<file path="config.mk">
export PLATFORM = sky130hd
export DESIGN_NAME = xyzlab_merge
export DESIGN_NICKNAME = d
export VERILOG_FILES = /design/src/rtl/xyzlab_pkg.sv /design/src/rtl/xyzlab_merge.sv
export SDC_FILE = /design/constraint.sdc
export NUM_CORES = 1
export LEC_CHECK = 0
export ABC_CLOCK_PERIOD_IN_PS = 9900
export BUFFER_PORTS_ARGS = -buffer_cell sky130_fd_sc_hd__buf_2
export CAP_MARGIN = 5
export CORE_MARGIN = 10
export CORE_UTILIZATION = 50
export DETAILED_ROUTE_END_ITERATION = 8
export GPL_TIMING_DRIVEN = 0
export PLACE_DENSITY_LB_ADDON = 0.1
export SETUP_SLACK_MARGIN = 0.4
export SYNTH_ARGS = -nofsm -noshare
export SYNTH_HDL_FRONTEND = slang
export SYNTH_SLANG_ARGS = --single-unit
</file>
<file path="constraint.sdc">
create_clock -name clk -period 9.9 [get_ports clk]
set_input_delay 1.485 -clock clk [delete_from_list [all_inputs] [get_ports clk]]
set_output_delay 1.485 -clock clk [all_outputs]
set_load 0.01 [all_outputs]
</file>
<file path="src/rtl/xyzlab_pkg.sv">
`default_nettype none
package xyzlab_pkg;

  // Q.18 working format for t and f
  localparam int TFrac = 18;
  localparam int TW    = 28;
  localparam int FW    = 22;
  localparam int NumLanes = 3;

  // White components scaled by 10000
  localparam int unsigned WhiteX = 950489;
  localparam int unsigned WhiteY = 1000000;
  localparam int unsigned WhiteZ = 1088840;

  // Cube-root threshold on t in Q.18: t*24389 > 216*2^18
  localparam logic [47:0] SegLimit = 48'd216 << TFrac;

  // Linear segment constants
  localparam logic [47:0] LinOffset = 48'd432 << TFrac;
  localparam int unsigned LinDiv    = 3132;

  // Rounded-up reciprocal of LinDiv, exact floor for numerators below 2^28
  localparam int          LinShift  = 40;
  localparam logic [63:0] LinRecip  =
    ((64'd1 << LinShift) + 64'(LinDiv) - 64'd1) / 64'(LinDiv);

  typedef logic [TW-1:0] t_val_t;
  typedef logic [FW-1:0] f_val_t;

endpackage
`default_nettype wire

</file>
<file path="src/rtl/xyzlab_merge.sv">
`default_nettype none
// Merge three lane results into L*, a*, b*, rounded and saturated.
module xyzlab_merge (
  input  wire logic clk,
  input  wire logic en,
  input  wire xyzlab_pkg::f_val_t fx,
  input  wire xyzlab_pkg::f_val_t fy,
  input  wire xyzlab_pkg::f_val_t fz,
  output      logic [15:0]        lightness,
  output      logic signed [18:0] green_red,
  output      logic signed [17:0] blue_yellow
);
  logic signed [31:0] lv, av, bv;
  logic signed [31:0] lq, aq, bq;

  // Form Q.18 sums, then round half up (arith shift = floor)
  always_comb begin
    lv = 32'sd116 * $signed({10'd0, fy}) - (32'sd16 <<< 18);
    av = 32'sd500 * ($signed({10'd0, fx}) - $signed({10'd0, fy}));
    bv = 32'sd200 * ($signed({10'd0, fy}) - $signed({10'd0, fz}));
  end

  always_ff @(posedge clk) begin
    if (en) begin
      lq <= (lv + 32'sd512) >>> 10;
      aq <= (av + 32'sd512) >>> 10;
      bq <= (bv + 32'sd512) >>> 10;
    end
  end

  // Saturate
  always_comb begin
    lightness = (lq < 0) ? 16'd0 : (lq > 32'sd65535) ? 16'hFFFF : lq[15:0];
    green_red = (aq < -32'sd262144) ? -19'sd262144 :
                (aq > 32'sd262143) ? 19'sd262143 : aq[18:0];
    blue_yellow = (bq < -32'sd131072) ? -18'sd131072 :
                  (bq > 32'sd131071) ? 18'sd131071 : bq[17:0];
  end
endmodule
`default_nettype wire
</file>
Yosys cells after proc, flatten, opt, wreduce, memory -nomap -nowiden
Cells that the tools add are included.
Storage, ports and cells
  bits in registers: 65
  bits of input ports: 68
  output and inout port bits: 53
Operators by class
  $add $sub $neg: 6
  $mul: 3
  order comparisons: 6
  muxes and demuxes: 6
Operators by type and width (number)
  $add 32x11->32 const B: 2
  $sub 22x22->23: 2
  $mux 19: 2
  $mux 18: 2
  $mux 16: 2
  $add 30x11->31 const B: 1
  $mul 8x23->30 const A: 1
  $sub 29x23->30 const B: 1
  $mul 6x23->29 const A: 1
  $mul 5x22->27 const A: 1
  $gt 22x18->1 const B: 1
  $gt 22x19->1 const B: 1
  $lt 22x18->1 const B: 1
  $lt 22x19->1 const B: 1
  $gt 21x17->1 const B: 1
  $lt 21x1->1 const B: 1

Logic depth before layout (Yosys ltp)
  depth in word-level cells: 3
  mapped depth: 32
  depth with buffers taken out: 31

Worst setup path after synthesis
No wires, ideal clock.
  path kind: input-to-reg
  start: input fx[0]
  end: register aq[19] (data pin)
  setup time: 0.258 ns
  arrival: 8.701 ns
  data required time: 9.642 ns
  setup slack: 0.941 ns
  cell stages on the path: 32
  buffers on the path: 1
  cells stage by stage: inv_1 > ha_1 > inv_1 > fa_1 > a21o_1 > a21oi_1 > o21a_1 > o21a_1 > nor3_1 > a2111oi_0 > a21oi_1 > xor2_1 > xnor2_1 > xor2_1 > fa_1 > inv_1 > fa_1 > inv_1 > fa_1 > inv_1 > ha_1 > clkbuf_1 > and4_1 > nand4_1 > a21oi_1 > o31a_1 > or3_1 > o2111ai_1 > nor4_1 > nand3_1 > or4_1 > xnor2_1
On the way
  cells in the longest elaborated chain, start to end: 3
Ends and longest elaborated chain
  start: declaration: RTL line xyzlab_merge.sv:6  | input wire xyzlab_pkg::f_val_t fx,
  $sub 22x22->23: RTL line xyzlab_merge.sv:19  | av = 32'sd500 * ($signed({10'd0, fx}) - $signed({10'd0, fy}));
  $mul 8x23->30: RTL line xyzlab_merge.sv:19
  $add 32x11->32: RTL line xyzlab_merge.sv:26  | aq <= (av + 32'sd512) >>> 10;
  end signal: assignment: RTL line xyzlab_merge.sv:26
  end: declaration: RTL line xyzlab_merge.sv:14  | logic signed [31:0] lq, aq, bq;
Every way passes these cells.
A chain may end at the register's enable or synchronous reset.

Worst setup path in the final report
  start: input fy[0]
  end: register aq[19] (data pin)
On the way
  cells in the longest elaborated chain, start to end: 3
Ends and longest elaborated chain
  start: declaration: RTL line xyzlab_merge.sv:7  | input wire xyzlab_pkg::f_val_t fy,
  $sub 22x22->23: RTL line xyzlab_merge.sv:19
  $mul 8x23->30: RTL line xyzlab_merge.sv:19
  $add 32x11->32: RTL line xyzlab_merge.sv:26
Every way passes these cells.

==> flow_summary.json <==
{
  "num_rows": 64,
  "end_kind": "register",
  "synth_compound_area_share_pct": 16.88,
  "nFillCells": 2894,
  "drc_errors": 0,
  "layout-drive-gt1-share_pct": 9.402,
  "timing.critical_path.buf_inv": 6,
  "finalSetupViolCount": 0,
  "routedWlPerCell_um": 14.82,
  "maxSlewViolCount": 0,
  "whs_path_depth": 1,
  "mostFrequentLayoutCells": "inv_1, ha_1, fa_1",
  "yosysTopAreaCell": "ha_1",
  "tightestPinTransition_ns": 1.006,
  "maxSlewHeadroom_pct": 32.45,
  "num_io_pins": 121,
  "holdPathEnd": "lq[19]",
  "cts.clk_slew.worst_paths_ns": 0.06,
  "hp-start": "en",
  "final-hold-violation-count": 0,
  "cp_data_arrival_time_ns": 9.19,
  "final_common_cell": "inv_1",
  "yosys.cell_types.count": 85,
  "via_per_inst": 5.279,
  "ys_async_sr_fraction_pct": 0,
  "die-area_um2": 38690,
  "max_stage_delay_ns": 0.72,
  "worst-path-stages": 30,
  "drtPass1Iterations": 5,
  "totalWireLength_um": 35340,
  "ys.flop_type": "edfxtp_1",
  "initial_core_util_pct": 50.91,
  "worstSetupPathType": "primary input to register",
  "ys_warn_count": 0,
  "dp_hpwl_um": 30070,
  "muxShareOfSynthArea_pct": 0.5289,
  "slowest_stage": "xnor2_1",
  "cts_max_path_buffers": 2,
  "wl_met2_um": 15350,
  "max_clock_freq_mhz": 110.0,
  "htree_levels": 3,
  "drt_iter0_drc": 568,
  "vias": 12590,
  "startpoint_type": "primary input",
  "synth-simple-area-share_pct": 13.28,
  "die_y_um": 196.7,
  "clockRootBuffer": "clkbuf_16",
  "first_global_vias": 12199,
  "maxCapViolations": 0,
  "crit_family": "adder cells",
  "grt_use_total_pct": 18.47,
  "whs_ns": 1.779,
  "ys_seq_area_share_pct": 12.50,
  "cp_max_fo": 9,
  "grt_start_max_net_pins": 66,
  "antenna_cells": 0,
  "synth-seq-cells": 65,
  "synth_area_leaders": "ha_1, fa_1, edfxtp_1, inv_1, xnor2_1",
  "syn_inst": 1852,
  "period_minus_slack_ns": 9.092,
  "grt-ovfl-total": 0,
  "setup_tns_ns": 0,
  "postCtsHoldBufs": 0,
  "cts_tree": "done",
  "synth-xor-area-share_pct": 10.24,
  "synthAdderAreaFrac_pct": 35.88,
  "wl_met1_um": 18130,
  "final.period_utilization_pct": 91.84,
  "ant_nets": 0,
  "clock-sinks": 65,
  "crit_start": "fy[0]",
  "cts_buffers": 9,
  "synth_nets": 2284,
  "hp-class": "primary input to register",
  "die_w_um": 196.7,
  "antenna_found_initial": 0,
  "synth_area_per_cell_um2": 8.431,
  "dpl_cell_area_um2": 16710,
  "status": "finished clean",
  "syn_to_final_growth_pct": 10.02,
  "rsz0062_at_grt": "true",
  "netlist_area_um2": 15610,
  "grt_pass1_wl_um": 59640,
  "wl_met3_um": 1483,
  "layout.nets": 2416,
  "crit_required_ns": 10.00,
  "core-area_um2": 30670,
  "netlist.area_leader.share_pct": 18.51,
  "port_buffers": 120,
  "highest_layer": "met4",
  "fin_area_um2": 17180,
  "synth_edf_count": 65,
  "gp_congestion": 0.8741,
  "synth_top_family_by_area": "adder cells"
}
logic make-up (layout without fill, tap and decap cells):
kind of cell             count (synthesis)  in the layout
AO/OA/AOI/OAI                          380            380
XOR/XNOR                               180            180
adder cells (fa/ha/maj)                369            369
buffers and inverters                  440            577
flip-flops                              65             65
multiplexers                             8              8
other                                    1              1
AND/OR/NAND/NOR                        409            409
synth_stat cells, types with 10 or more instances:
| cell | number |
|---|---|
| edfxtp_1 | 65 |
| nand3_1 | 37 |
| and3_1 | 20 |
| nand4_1 | 13 |
| and2_1 | 14 |
| clkbuf_1 | 26 |
| fa_1 | 133 |
| or3_1 | 10 |
| inv_1 | 406 |
| ha_1 | 231 |
| a211oi_1 | 18 |
| xnor2_1 | 114 |
| nor2b_1 | 11 |
| xor2_1 | 63 |
| nand2_1 | 97 |
| a21o_1 | 74 |
| a31oi_1 | 15 |
| o211ai_1 | 15 |
| nor2_1 | 109 |
| o21ai_0 | 60 |
| a21oi_1 | 77 |
| o21a_1 | 26 |
| nor3_1 | 32 |
| nor4_1 | 10 |
timing repair:
action	CTS	global route
buffers inserted	1	0
resized for setup	3	17
setup endpoints to repair	7	10
pin swaps	1	0
per-stage QoR:
stage	util (%)	setup slack, ns	instances
after global routing	56.01	0.3472	2385
after floorplan	-	0.9410	1852
after global placement	54.48	-0.4625	2368
final	56.01	0.8079	2385
after CTS	55.69	0.4700	2385
after detailed placement	54.49	-0.4863	2368
layout make-up:
| cell class | count | area, um^2 | share of cell area, % |
|---|---|---|---|
| buffer | 34 | 141.4 | 0.8230 |
| clock buffer | 10 | 229.0 | 1.333 |
| clock inverter | 6 | 115.1 | 0.6701 |
| inverter | 406 | 1524 | 8.871 |
| multi-input combinational | 1347 | 12110 | 70.50 |
| sequential | 65 | 1952 | 11.36 |
| tap | 396 | 495.5 | 2.884 |
| timing repair buffer | 121 | 610.6 | 3.554 |
state kept, by name, indices dropped and copies added, names as in the netlist:
name and count:
aq 22, bq 22, lq 21
worst max path at each step:
stage,end,slack (ns)
finish,aq[19],0.81
global route,aq[19],0.35
CTS,aq[19],0.47
detailed placement,aq[19],-0.49
global placement,aq[19],-0.46
floorplan,aq[19],0.94
layer usage:
metal,vias to the layer above,track usage [%]
li1,6480,-
met1,5868,27.06
met2,222,28.39
met3,20,2.648
met4,0,3.592
met5,-,0
Power is not shown: default switching activity piles up to over one toggle a cycle in this logic, so the estimate is an artifact.
